File: src/design/hcrd_pkg.sv
// Shared types and constants of the HTTP chunked response deframer.
`default_nettype none
package hcrd_pkg;

  localparam int unsigned TE_LEN  = 26;
  localparam int unsigned MAX_HEX = 8;

  localparam logic [8*TE_LEN-1:0] TE_TEXT = "transfer-encoding: chunked";

  // Parse phases
  localparam logic [2:0] PH_HDR   = 3'd0;
  localparam logic [2:0] PH_SIZE  = 3'd1;
  localparam logic [2:0] PH_DATA  = 3'd2;
  localparam logic [2:0] PH_CRLF  = 3'd3;
  localparam logic [2:0] PH_IDENT = 3'd4;
  localparam logic [2:0] PH_DONE  = 3'd5;

  // Request codes on the input side
  localparam logic [1:0] REQ_BYTE  = 2'd0;
  localparam logic [1:0] REQ_CLOSE = 2'd1;
  localparam logic [1:0] REQ_START = 2'd2;

  // Result kinds
  localparam logic [1:0] KIND_BYTE = 2'd0;
  localparam logic [1:0] KIND_END  = 2'd1;
  localparam logic [1:0] KIND_ERR  = 2'd2;

  localparam logic [4:0]  LEN_SAT     = 5'd31;
  localparam logic [15:0] LIMIT_RESET = 16'hFFFF;
  localparam logic [15:0] COUNT_SAT   = 16'hFFFF;

  typedef struct packed {
    logic [2:0]  phase;
    logic        pending_cr;
    logic [4:0]  line_length;
    logic        prefix_mismatch;
    logic        is_chunked;
    logic [31:0] size_accum;
    logic        size_line_bad;
    logic        extension_seen;
    logic [31:0] chunk_remaining;
    logic [15:0] body_count;
  } st_t;

  localparam st_t ST_RESET = '{
    phase: PH_HDR, pending_cr: 1'b0, line_length: 5'd0, prefix_mismatch: 1'b0,
    is_chunked: 1'b0, size_accum: 32'd0, size_line_bad: 1'b0,
    extension_seen: 1'b0, chunk_remaining: 32'd0, body_count: 16'd0
  };

  typedef struct packed {
    logic [1:0] kind;
    logic [7:0] body_byte;
    logic       last;
    logic       chunked_mode;
  } res_t;

endpackage
`default_nettype wire

File: src/design/hcrd_step.sv
// Next-state and result logic for one input word of the deframer.
`default_nettype none
module hcrd_step
  import hcrd_pkg::*;
(
  input  st_t         st,
  input  logic [1:0]  req_type,
  input  logic [7:0]  data_byte,
  input  logic [15:0] body_limit,
  output st_t         st_nxt,
  output logic        res_valid,
  output res_t        res
);

  function automatic logic [7:0] te_char(input logic [4:0] idx);
    logic [7:0] c;
    c = 8'd0;
    for (int i = 0; i < TE_LEN; i++) begin
      if (idx == 5'(i)) begin
        c = TE_TEXT[8*(TE_LEN-1-i) +: 8];
      end
    end
    return c;
  endfunction

  // Adds one ordinary byte to the current line (header or size line).
  function automatic st_t line_content(input st_t s_in, input logic [7:0] b);
    st_t        s;
    logic [7:0] c;
    logic [3:0] nib;
    logic       is_hex;
    s      = s_in;
    c      = (b >= "A" && b <= "Z") ? b + 8'd32 : b;
    nib    = 4'd0;
    is_hex = 1'b0;
    if (b >= "0" && b <= "9") begin
      is_hex = 1'b1;
      nib    = 4'(b - "0");
    end else if (b >= "a" && b <= "f") begin
      is_hex = 1'b1;
      nib    = 4'(b - "a" + 8'd10);
    end else if (b >= "A" && b <= "F") begin
      is_hex = 1'b1;
      nib    = 4'(b - "A" + 8'd10);
    end
    if (s.phase == PH_HDR) begin
      if (s.line_length < 5'(TE_LEN) && c != te_char(s.line_length)) begin
        s.prefix_mismatch = 1'b1;
      end
    end else if (!s.extension_seen && !s.size_line_bad) begin
      if (is_hex) begin
        s.size_accum = {s.size_accum[27:0], nib};
      end else if (b == ";") begin
        s.extension_seen = 1'b1;
      end else begin
        s.size_line_bad = 1'b1;
      end
    end
    if (s.line_length != LEN_SAT) begin
      s.line_length = s.line_length + 5'd1;
    end
    return s;
  endfunction

  function automatic st_t clear_line(input st_t s_in);
    st_t s;
    s                 = s_in;
    s.line_length     = 5'd0;
    s.prefix_mismatch = 1'b0;
    s.size_accum      = 32'd0;
    s.size_line_bad   = 1'b0;
    s.extension_seen  = 1'b0;
    return s;
  endfunction

  st_t         s;
  st_t         sl;
  logic        eol;
  logic [15:0] lim;
  logic [15:0] cnt_inc;
  logic        dlv_last;

  always_comb begin
    s         = st;
    sl        = st;
    eol       = 1'b0;
    res_valid = 1'b0;
    res       = '{kind: KIND_BYTE, body_byte: 8'd0, last: 1'b0,
                  chunked_mode: st.is_chunked};

    // Line assembly: a CR held back is either half of CR LF or a plain byte.
    if (st.pending_cr) begin
      sl.pending_cr = 1'b0;
      if (data_byte == 8'h0A) begin
        eol = 1'b1;
      end else begin
        sl = line_content(sl, 8'h0D);
      end
    end
    if (!eol) begin
      if (data_byte == 8'h0D) begin
        sl.pending_cr = 1'b1;
      end else begin
        sl = line_content(sl, data_byte);
      end
    end

    lim      = (body_limit == 16'd0) ? 16'd1 : body_limit;
    cnt_inc  = (st.body_count != COUNT_SAT) ? st.body_count + 16'd1 : st.body_count;
    dlv_last = (cnt_inc >= lim);

    case (req_type)
      REQ_BYTE: begin
        case (st.phase)
          PH_HDR: begin
            s = sl;
            if (eol) begin
              if (sl.line_length == 5'd0) begin
                s.phase = st.is_chunked ? PH_SIZE : PH_IDENT;
              end else if (sl.line_length >= 5'(TE_LEN) && !sl.prefix_mismatch) begin
                s.is_chunked = 1'b1;
              end
              s = clear_line(s);
            end
          end
          PH_SIZE: begin
            s = sl;
            if (eol) begin
              s = clear_line(s);
              if (sl.line_length == 5'd0 || sl.line_length > 5'(MAX_HEX) ||
                  sl.size_line_bad) begin
                res_valid = 1'b1;
                res.kind  = KIND_ERR;
                res.last  = 1'b1;
              end else if (sl.size_accum == 32'd0) begin
                res_valid = 1'b1;
                res.kind  = KIND_END;
                res.last  = 1'b1;
              end else begin
                s.chunk_remaining = sl.size_accum;
                s.phase           = PH_DATA;
              end
            end
          end
          PH_DATA: begin
            s.chunk_remaining = st.chunk_remaining - 32'd1;
            if (st.chunk_remaining == 32'd1) begin
              s.phase      = PH_CRLF;
              s.pending_cr = 1'b0;
            end
            s.body_count  = cnt_inc;
            res_valid     = 1'b1;
            res.body_byte = data_byte;
            res.last      = dlv_last;
          end
          PH_CRLF: begin
            if (!st.pending_cr) begin
              if (data_byte != 8'h0D) begin
                res_valid = 1'b1;
                res.kind  = KIND_ERR;
                res.last  = 1'b1;
              end else begin
                s.pending_cr = 1'b1;
              end
            end else begin
              s.pending_cr = 1'b0;
              if (data_byte != 8'h0A) begin
                res_valid = 1'b1;
                res.kind  = KIND_ERR;
                res.last  = 1'b1;
              end else begin
                s.phase = PH_SIZE;
                s       = clear_line(s);
              end
            end
          end
          PH_IDENT: begin
            s.body_count  = cnt_inc;
            res_valid     = 1'b1;
            res.body_byte = data_byte;
            res.last      = dlv_last;
          end
          default: begin
          end
        endcase
      end
      REQ_CLOSE: begin
        if (st.phase != PH_DONE) begin
          res_valid = 1'b1;
          res.kind  = (st.phase == PH_IDENT) ? KIND_END : KIND_ERR;
          res.last  = 1'b1;
        end
      end
      REQ_START: begin
        s = ST_RESET;
      end
      default: begin
      end
    endcase

    if (res_valid && res.last) begin
      s.phase = PH_DONE;
    end
    st_nxt = s;
  end

endmodule
`default_nettype wire

File: src/design/http_chunked_response_deframer_unit.sv
// Top level of the HTTP/1.1 chunked response deframer.
//
//   Channel  Direction  Contents
//   in_      slave      tuser = req_type, tdata = data_byte
//   out_     master     tuser = kind, chunked_mode; tdata = body_byte; tlast = last
//   cfg_     write-only body_limit
//
// One word is taken per clock cycle while the output does not stall; each word yields
// zero or one result word, held first in the input register and then in the result
// register around the combinational parse step. rst_n is synchronous and active low;
// it clears the parse state, empties both registers and sets body_limit to 65535.
// A stall on the output holds the result register, and the input register then
// stops too, so in_tready falls only while both are full.
`default_nettype none
module http_chunked_response_deframer_unit
  import hcrd_pkg::*;
(
  input  wire logic        clk,
  input  wire logic        rst_n,
  // Input stream
  input  wire logic        in_tvalid,
  output logic             in_tready,
  input  wire logic [7:0]  in_tdata,   // [7:0] data_byte
  input  wire logic [1:0]  in_tuser,   // [1:0] req_type
  // Result stream
  output logic             out_tvalid,
  input  wire logic        out_tready,
  output logic [7:0]       out_tdata,  // [7:0] body_byte
  output logic [2:0]       out_tuser,  // [1:0] kind, [2] chunked_mode
  output logic             out_tlast,  // last
  // Configuration
  input  wire logic        cfg_we,
  input  wire logic [15:0] cfg_wdata   // body_limit
);

  // Input register
  logic       in_v_r;
  logic [1:0] in_req_r;
  logic [7:0] in_byte_r;

  // Parse state and limit register
  st_t         st_r;
  st_t         st_nxt;
  logic [15:0] limit_r;

  // Result register
  logic out_v_r;
  res_t out_res_r;

  logic step_valid;
  res_t step_res;
  logic advance;

  // The word in the input register is processed when the result register can
  // take whatever it yields: it is empty or is being read this cycle.
  assign advance   = in_v_r && (!out_v_r || out_tready);
  assign in_tready = !in_v_r || advance;

  hcrd_step u_step (
    .st         (st_r),
    .req_type   (in_req_r),
    .data_byte  (in_byte_r),
    .body_limit (limit_r),
    .st_nxt     (st_nxt),
    .res_valid  (step_valid),
    .res        (step_res)
  );

  always_ff @(posedge clk) begin
    if (!rst_n) begin
      in_v_r  <= 1'b0;
      out_v_r <= 1'b0;
      st_r    <= ST_RESET;
      limit_r <= LIMIT_RESET;
    end else begin
      if (cfg_we) begin
        limit_r <= cfg_wdata;
      end
      if (in_tready) begin
        in_v_r <= in_tvalid;
      end
      if (advance) begin
        st_r <= st_nxt;
      end
      // A word that yields nothing leaves an empty slot once the old result has gone.
      if (advance) begin
        out_v_r <= step_valid;
      end else if (out_tready) begin
        out_v_r <= 1'b0;
      end
    end
  end

  // Payload registers need no reset.
  always_ff @(posedge clk) begin
    if (in_tready && in_tvalid) begin
      in_req_r  <= in_tuser;
      in_byte_r <= in_tdata;
    end
    if (advance && step_valid) begin
      out_res_r <= step_res;
    end
  end

  assign out_tvalid = out_v_r;
  assign out_tdata  = out_res_r.body_byte;
  assign out_tuser  = {out_res_r.chunked_mode, out_res_r.kind};
  assign out_tlast  = out_res_r.last;

endmodule
`default_nettype wire
File: config.mk
export PLATFORM = sky130hd
export DESIGN_NAME = http_chunked_response_deframer_unit
export DESIGN_NICKNAME = d
export VERILOG_FILES = /design/src/design/hcrd_pkg.sv /design/src/design/hcrd_step.sv /design/src/design/http_chunked_response_deframer_unit.sv
export SDC_FILE = /design/constraint.sdc
export NUM_CORES = 1
export LEC_CHECK = 0
export BUFFER_PORTS_ARGS = -buffer_cell sky130_fd_sc_hd__clkbuf_2
export CAP_MARGIN = 30
export CORE_ASPECT_RATIO = 2
export CORE_MARGIN = 3
export CORE_UTILIZATION = 57
export DETAILED_ROUTE_END_ITERATION = 7
export PLACE_DENSITY = 0.87
export SETUP_SLACK_MARGIN = 0.1
export SYNTH_ARGS = -nofsm -noshare
export SYNTH_HDL_FRONTEND = slang
export SYNTH_SLANG_ARGS = --single-unit
File: constraint.sdc
create_clock -name clk -period 4.8 [get_ports clk]
set_clock_uncertainty 0.2 [all_clocks]
set_input_delay 0.24 -clock clk [delete_from_list [all_inputs] [get_ports clk]]
set_output_delay 0.24 -clock clk [all_outputs]
set_load 0.005 [all_outputs]
* Word-level counts from Yosys, hierarchy flattened
Index checks and enable logic that the tools add are counted.
** Operators by class
- Div/mod/pow operators :: 0
- Multiplexer cells :: 135
- Bitwise operators :: 0
- $mul :: 0
- Add/sub/neg operators :: 10
- Shifts and indexed selects :: 0
- Eq/ne operators :: 81
- Order comparisons :: 12
- Reduce and logical (&&, ||, !) cells :: 43
** Operators with widths (number)
- $mux 7 :: 52
- $mux 89 :: 4
- $mux 93 :: 3
- $pmux 93 s2 :: 1
- $pmux 32 s4 :: 1
- $pmux 41 s3 :: 1
- $eq 5x5->1 const B :: 20
- $mux 32 :: 3
- $mux 90 :: 1
- $eq 5x4->1 const B :: 16
- $mux 34 :: 2
- $pmux 16 s4 :: 1
- $mux 8 :: 7
- $eq 5x3->1 const B :: 8
- $eq 32x1->1 const B :: 1
- $logic_not 32->1 :: 1
- $mux 16 :: 2
- $sub 32x1->32 const B :: 1
- $mux 1 :: 30
- $le 8x7->1 const B :: 3
- $eq 5x2->1 const B :: 4
- $mux 3 :: 6
- $add 16x1->16 const B :: 1
- $eq 8x4->1 const B :: 2
- other kinds (52) :: 110
** Storage, ports and cells
- Register bits :: 133
- Bits in read-only memories :: 0
- Bits of input ports :: 31
- Memory bits (writable) :: 0
- Output and inout port bits :: 14
- Logic and storage cells :: 300
- Bits in latches :: 0
- Memories :: 0

* Longest topological paths before layout
Gate-level depths: netlist of the first run.
- Word-level depth :: 82
- Mapped depth :: 21
- Depth with buffers taken out :: 19

* Cells and area by module
A second synthesis of the first run with hierarchy kept.
** Unflattened totals
- Cell total of the unflattened synthesis :: 1377
- Area total of the unflattened synthesis :: 10491.3 um2
** Modules (own cells, without submodules)
- hcrd_step :: cells an instance 887, sequential area each 0.0 um2, area an instance 5447.7 um2, times used 1
- http_chunked_response_deframer_unit :: cells an instance 490, sequential area each 2882.8 um2, area an instance 5043.6 um2, times used 1

* Worst setup path after synthesis of the first run
No wires, ideal clock.
- Path type :: flip-flop to flip-flop
- Start point :: register in_byte_r[0]
- End point :: register st_r[83] (netlist name)
- Data required time :: 4.485 ns
- Stages on the path, launching flop included :: 22
- Library setup time :: 0.115 ns
- Buffers on the path :: 2
- Slack :: 0.185 ns
- Arrival time :: 4.300 ns
- Period minus slack after synthesis :: 4.615 ns
- Path through :: edfxtp_1 > clkbuf_1 > inv_1 > ha_1 > nor4b_4 > a21boi_2 > a21o_1 > and2_1 > inv_1 > ha_1 > clkbuf_1 > inv_1 > nand2_1 > nor2_1 > o2111a_1 > o21ai_0 > or4_1 > a211oi_1 > nand4_1 > nor4_1 > o21ai_0 > and2_1
** On the way
- Cells in the longest elaborated chain, start to end :: 42
- Elaborated cells on any way between the ends :: 80
- Classes of those cells :: add/sub: 1; order compare: 3; eq/ne: 30; mux: 42; reduce/logical: 4
** Ends and longest elaborated chain
- from (decl) :: line http_chunked_response_deframer_unit.sv:39 : logic [7:0] in_byte_r;
- from (signal assigned) :: line http_chunked_response_deframer_unit.sv:98 : in_byte_r <= in_tdata;
- $eq 8x4->1 :: line hcrd_step.sv:94 : if (data_byte == 8'h0A) begin
- $mux 89 :: line hcrd_step.sv:94
- $mux 89 :: line hcrd_step.sv:92 : if (st.pending_cr) begin
- $logic_not 5->1 :: line hcrd_step.sv:19 : if (idx == 5'(i)) begin
- $mux 7 (26 in series) :: line hcrd_step.sv:19
- $mux 8 :: line hcrd_step.sv:46 : if (s.phase == PH_HDR) begin
- $mux 8 :: line hcrd_step.sv:101 : if (data_byte == 8'h0D) begin
- $mux 8 :: line hcrd_step.sv:100 : if (!eol) begin
- $ne 8x8->1 :: line hcrd_step.sv:47 : if (s.line_length < 5'(TE_LEN) && c != te_char(s.line_length)) begin
- $logic_and 1x1->1 :: line hcrd_step.sv:47
- $mux 1 :: line hcrd_step.sv:47
- $mux 1 :: line hcrd_step.sv:46
- $mux 89 :: line hcrd_step.sv:101
- $mux 90 :: line hcrd_step.sv:100
- $mux 93 (on tied branches) :: line hcrd_step.sv:128, hcrd_step.sv:117
- $pmux 41 s3 :: line hcrd_step.sv:114 : case (st.phase)
- $pmux 93 s2 :: line hcrd_step.sv:112 : case (req_type)
- to (signal assigned) :: line http_chunked_response_deframer_unit.sv:83 : st_r <= st_nxt;
- to (decl) :: line http_chunked_response_deframer_unit.sv:42 : st_t st_r;
Parallel ways exist; a longest one is shown, timed or not. The select of a mux whose other input is x is not followed.
A chain may end at the register's enable or synchronous reset.

* Final worst setup path of the first run
- Start point :: register in_byte_r[1]
- End point :: register st_r[83] (netlist name)
The elaborated chain is that of the path after synthesis.

==> metrics.txt, run 1 <==
area delta synth->final=16.3%; Final Hold Viols=0; Final Cycle Share=94.9%; Slew @ Worst Pin=~1100 ps; Post-Syn Area=just under 0.009 mm2; final WL=28,400 um; share of the synthesized area in the top cell type=24.8%; Residual DRC=0; syn_nets=roughly 1.2k; Die W=between 90 and 100 um; worst hold slack=132 ps; Root Buffer=clkbuf_16; Final min period=4560 ps; GRT overflow=0; placed cells=~1.3k; Worst setup EP type=register; status=finished, final reports clean; final core utilization=67.7%; Post-synth EDFFs=22; CP max FO=12; mean cell area of the mapped netlist=8.08 um2; CP startpoint kind=register; Initial Util=58.2%; leading cell type in the layout, fill and taps excluded=dfxtp_1; CTS tree=yes; Vias=9,152; row cnt=64; Wirelength per Cell=20.7 um; unrepaired setup endpoints after global routing=yes; sw frac=between 20% and 30%; Max Slew Vio Count=0; Iteration-0 DRC Markers=around 940; Layout Nets=1,228; Post-Synthesis Cells=1,107; Fin Setup TNS=0 ps; Max VDD drop=0.000335 V; Yosys cell types=77; main area contributors after synthesis=dfxtp_1 (25%), edfxtp_1 (7.4%), nor2b_1 (5.8%); number of non-filler instances in the completed layout=roughly 1.4k; Pint=slightly above 2 mW; switching power=0.675 mW; Pleak=3.95 nW; drt pass-1 iters=6; vias in the first global route=9,071; PD cells=260 mW/mm2; largest net degree at the start of global routing=87; r2r setup slk=240 ps; port bufs=44; register area share after synthesis=32.2%; Core Area=0.0154 mm2; Num Clock Sinks=133; CTS buffer count=17; pre-CTS WS=280 ps; initial antenna violation count=2; H-tree depth=4; Comb pwr share=between 8 and 9%; layout cells sized above 1=between 10 and 15%; first-pass GRT wire length=around 45,000 um; number of max-cap violations=0; Max transition margin=about 27%; fmax=220 MHz; Worst Hold Class=input pin to register; Seq pwr share=43.2%; clk_lat worst skew=430 ps; leading area contributor after synthesis=dfxtp_1; FF+latch count, synth=133; number of routed nets with antenna violations=0; post-route setup slack=244 ps; CTS Buffer Depth=2; clk slew on worst S/H paths=roughly 70 ps; WP data arrival=4680 ps; Final setup viols=0; ys async rst share=0%; Vias/cell=6.66; RePlAce Congestion=0.894; Ys Warns=0; commonest cells after routing, fill and taps aside=dfxtp_1 (111), a21oi_1 (84), nor2b_1 (82); Antenna diodes=0; Synth Flop Type=dfxtp_1; DP HPWL=18,100 um; clock share of power=47.9%; total track usage=around 33%; Worst Path Required=4930 ps; # IOs=45; Die ar.=0.0173 mm2; die height=183 um; Setup CP Type=register to register
synthesized netlist by cell type (23+ instances only):
library cell and count:
a21oi_1 85, a22oi_1 50, a31oi_1 31, clkbuf_1 66, dfxtp_1 111, ha_1 33, inv_1 33, nand2_1 77
nand3_1 31, nor2_1 68, nor2b_1 83, nor3_1 55, nor4_1 23, o21ai_0 38, xnor2_1 29
per-layer routing:
metal / global-route usage [%] / share of wire, % / wire length (um)
met5: 0 / 0.095 / 27
met4: 25.3 / 8.5 / 2410
met3: 10.3 / 7.1 / 2010
met2: 57.6 / 51 / 14500
met1: 31.9 / 33 / 9460
sequential cells by signal, summed over array words and instances (netlist names):
register and cells:
limit_r 16, st_r 93, out_tlast 1, out_tdata 8, out_tvalid 1, in_v_r 1, in_byte_r 8, in_req_r 2
out_tuser 3
path summary, 6_finish.rpt:
check,from,end,depth (start not counted)
max,in_byte_r[1],st_r[83],16
min,rst_n,limit_r[0],2
max reg2reg,in_byte_r[1],st_r[83],16
min reg2reg,limit_r[0],limit_r[0],2
stage by stage:
stage | power, mW | cell area [um2]
after detailed placement | 1.40 | 9440
after global routing | 2.78 | 10400
after floorplan | 1.33 | 8940
final | 2.71 | 10400
after CTS | 2.68 | 10300
after global placement | 1.39 | 9440
worst max-delay path, cell delays in order, from the launching register on:
cell and delay (ps):
edfxtp_1 460, ha_1 250, nor4b_4 150, buf_4 150, buf_4 130, a21oi_1 240, buf_4 240, mux2i_1 510
buf_4 310, or3_1 140, a21oi_1 60, a211o_1 300, a31oi_2 330, mux2_2 380, nor4_2 310, o21ai_0 130
and2_1 160
cell families (layout without fill, tap and decap cells):
| group | count (synthesis) | in the layout | share of synthesized area [%] |
|---|---|---|---|
| muxes | 19 | 19 | 2.27 |
| xor gates and xnor gates | 40 | 40 | 3.92 |
| and+or+nand+nor | 450 | 450 | 27.2 |
| buffers and inverters | 111 | 181 | 4.81 |
| adders and majority gates | 33 | 33 | 4.62 |
| AOI/OAI and AO/OA | 321 | 321 | 25.0 |
| DFF | 133 | 133 | 32.2 |
power by group through the flow:
stage	combinational (mW)	clock, mW	sequential, mW
after floorplan	0.141	0	1.19
after global placement	0.200	0	1.19
after detailed placement	0.204	0	1.19
after CTS	0.224	1.29	1.17
after global routing	0.260	1.35	1.17
final	0.239	1.30	1.17
what timing repair did:
action                                 in CTS  in global routing
setup endpoints to repair                   0                 52
endpoints found under the hold margin      28                  0
hold buffers                               28                  0
resized for setup                           0                 15
buffers inserted                            0                  2
area by class of cell:
type                            instances  area (um2)
Fill cell                            1141        4970
Inverter                               33         124
Tap cell                              198         248
Timing Repair Buffer                  116         841
Multi-Input combinational cell        863        5730
Sequential cell                       133        2880
Clock buffer                           21         450
Clock inverter                         11         128
No activity file was read; power rests on OpenSTA's default activity.
==> inputs of run 2 (changes only) <==
CELL_PAD_IN_SITES_DETAIL_PLACEMENT = 0   (was not set)
CELL_PAD_IN_SITES_GLOBAL_PLACEMENT = 1   (was not set)
CORE_UTILIZATION = 43   (was 57)
PLACE_DENSITY = 0.86   (was 0.87)
==> metrics.txt, run 2 (synthesis gave the netlist of run 1 again) <==
placed cells=1,383 (was 1,312); Largest regs=st_r x93, limit_r x16 (unchanged); die height=210 um (was 183 um); Root Buffer=clkbuf_16 (unchanged); number of non-filler instances in the completed layout=1,461 (was 1,375); Worst Path Required=4960 ps (was 4930 ps); number of routed nets with antenna violations=0 (unchanged); commonest cells after routing, fill and taps aside=dfxtp_1 (111), a21oi_1 (83), nor2b_1 (82) (was dfxtp_1 (111), a21oi_1 (84), nor2b_1 (82)); Core Area=0.0205 mm2 (was 0.0154 mm2); Pleak=4.07 nW (was 3.95 nW); CTS Buffer Depth=2 (unchanged); Antenna diodes=0 (unchanged); final WL=27,900 um (was 28,400 um); largest net degree at the start of global routing=67 (was 87); Max Slew Vio Count=0 (unchanged); Max transition margin=34.4% (was 27.1%); number of max-cap violations=0 (unchanged); clk slew on worst S/H paths=60 ps (was 70 ps); Final min period=4620 ps (was 4560 ps); layout cells sized above 1=15.3% (was 13.9%); total track usage=24.1% (was 33.2%); Iteration-0 DRC Markers=664 (was 938); pre-CTS WS=170 ps (was 280 ps); Post-Layout Inst Area=0.0107 mm2 (was 0.0104 mm2); post-route setup slack=177 ps (was 244 ps); GRT overflow=0 (unchanged); area delta synth->final=19.7% (was 16.3%); Final Hold Viols=0 (unchanged); FILL cells=1,956 (was 1,141); PD cells=258 mW/mm2 (was 260 mW/mm2); Final Cycle Share=96.3% (was 94.9%); leading cell type in the layout, fill and taps excluded=dfxtp_1 (unchanged); Final setup viols=0 (unchanged); vias in the first global route=8,628 (was 9,071); Die ar.=0.0227 mm2 (was 0.0173 mm2); Initial Util=43.7% (was 58.2%); row cnt=74 (was 64); Worst Hold Class=input pin to register (unchanged); initial antenna violation count=0 (was 2); CTS buffer count=17 (unchanged); CTS tree=yes (unchanged); port bufs=44 (unchanged); Layout Nets=1,246 (was 1,228); first-pass GRT wire length=43,600 um (was 45,400 um); Worst setup EP type=register (unchanged); H-tree depth=4 (unchanged); drt pass-1 iters=5 (was 6); status=finished, final reports clean (unchanged); WP data arrival=4780 ps (was 4680 ps); max reg flops=93 (unchanged); RePlAce Congestion=0.923 (was 0.894); dpl cell area=0.00955 mm2 (was 0.00944 mm2); Slew @ Worst Pin=974 ps (was 1080 ps); DP HPWL=18,900 um (was 18,100 um); clk_lat worst skew=430 ps (about the same); Vias/cell=6.14 (was 6.66); Num Clock Sinks=133 (unchanged); final core utilization=52.3% (was 67.7%); Die W=108 um (was 94.6 um); Fin Setup TNS=0 ps (unchanged); Max VDD drop=0.000205 V (was 0.000335 V); Wirelength per Cell=19.1 um (was 20.7 um); Residual DRC=0 (unchanged); # IOs=45 (unchanged); Vias=8,965 (was 9,152); largest reg by FF count=st_r (unchanged); Setup CP Type=register to register (unchanged); CP max FO=16 (was 12); fmax=216 MHz (was 220 MHz); CP startpoint kind=register (unchanged)
## run 2: cell count changes in the layout (fill, tap and decap cells not counted), moves of 2 or more
cell / change
buf_4: +14
clkinv_1: +4
a21oi_2: +2
buf_6: +2
bufinv_16: +2
clkbuf_16: +2
clkinv_2: +2
clkinv_4: -2
clkinvlp_4: -2
inv_6: -2
nor3_1: -2
## run 2: path summary, 6_finish.rpt
check,depth (start not counted),from,slack [ps],endpoint
hold reg to reg,2,limit_r[0],300,limit_r[0]
setup / recovery,21,in_byte_r[0],180,st_r[40]
setup reg to reg,21,in_byte_r[0],180,st_r[40]
hold / removal,2,rst_n,150,limit_r[0]
## run 2: critical path, cell delays in order, from the launching register on
cell and delay [ps]:
edfxtp_1 420, inv_2 110, ha_2 190, nor4b_4 350, a21boi_4 140, a21o_1 190
and2_2 210, inv_1 90, ha_1 180, buf_6 140, nand2b_1 130, a211oi_2 220
a21oi_2 100, o311a_1 460, a2111oi_4 370, buf_4 190, o41ai_4 100, buf_4 200
buf_6 170, nor3_1 180, a21oi_1 70, nor2b_1 140
## run 2: metrics by stage
step / total power [mW] / hold WS, ps
2_1_floorplan: 1.33 / 139
3_3_place_gp: 1.40 / 218
3_5_place_dp: 1.40 / 219
4_1_cts: 2.77 / 157
5_1_grt: 2.85 / 210
6_report: 2.77 / 146
## run 2: where the power goes
part	leakage (nW)	switching [mW]	internal [mW]
Combinational	2.70	0.138	0.105
Sequential	1.09	0.0168	1.15
Clock	0.290	0.497	0.857
## run 2: final cells by class
cell class	count	area, um2	share of cell area, %
clock inverter	13	163	1.52
inverter	33	124	1.16
multi-input combinational	863	5740	53.7
clock buffer	19	433	4.04
tap	266	333	3.11
timing repair buffer	134	1020	9.56
sequential	133	2880	26.9
## run 2: repair_timing
action | CTS | global route
gates resized for setup | 0 | 24
hold endpoints to repair | 28 | 0
setup buffers | 0 | 14
hold buffers | 29 | 0
setup endpoints to repair | 0 | 52
## run 2: per-layer routing
layer  track usage [%]  wire, um  share of wire [%]
met5                 0         0                  0
met4              14.3      1600                5.7
met3              3.22      1000                3.6
met2              45.5     15500                 55
met1              24.4      9830                 35
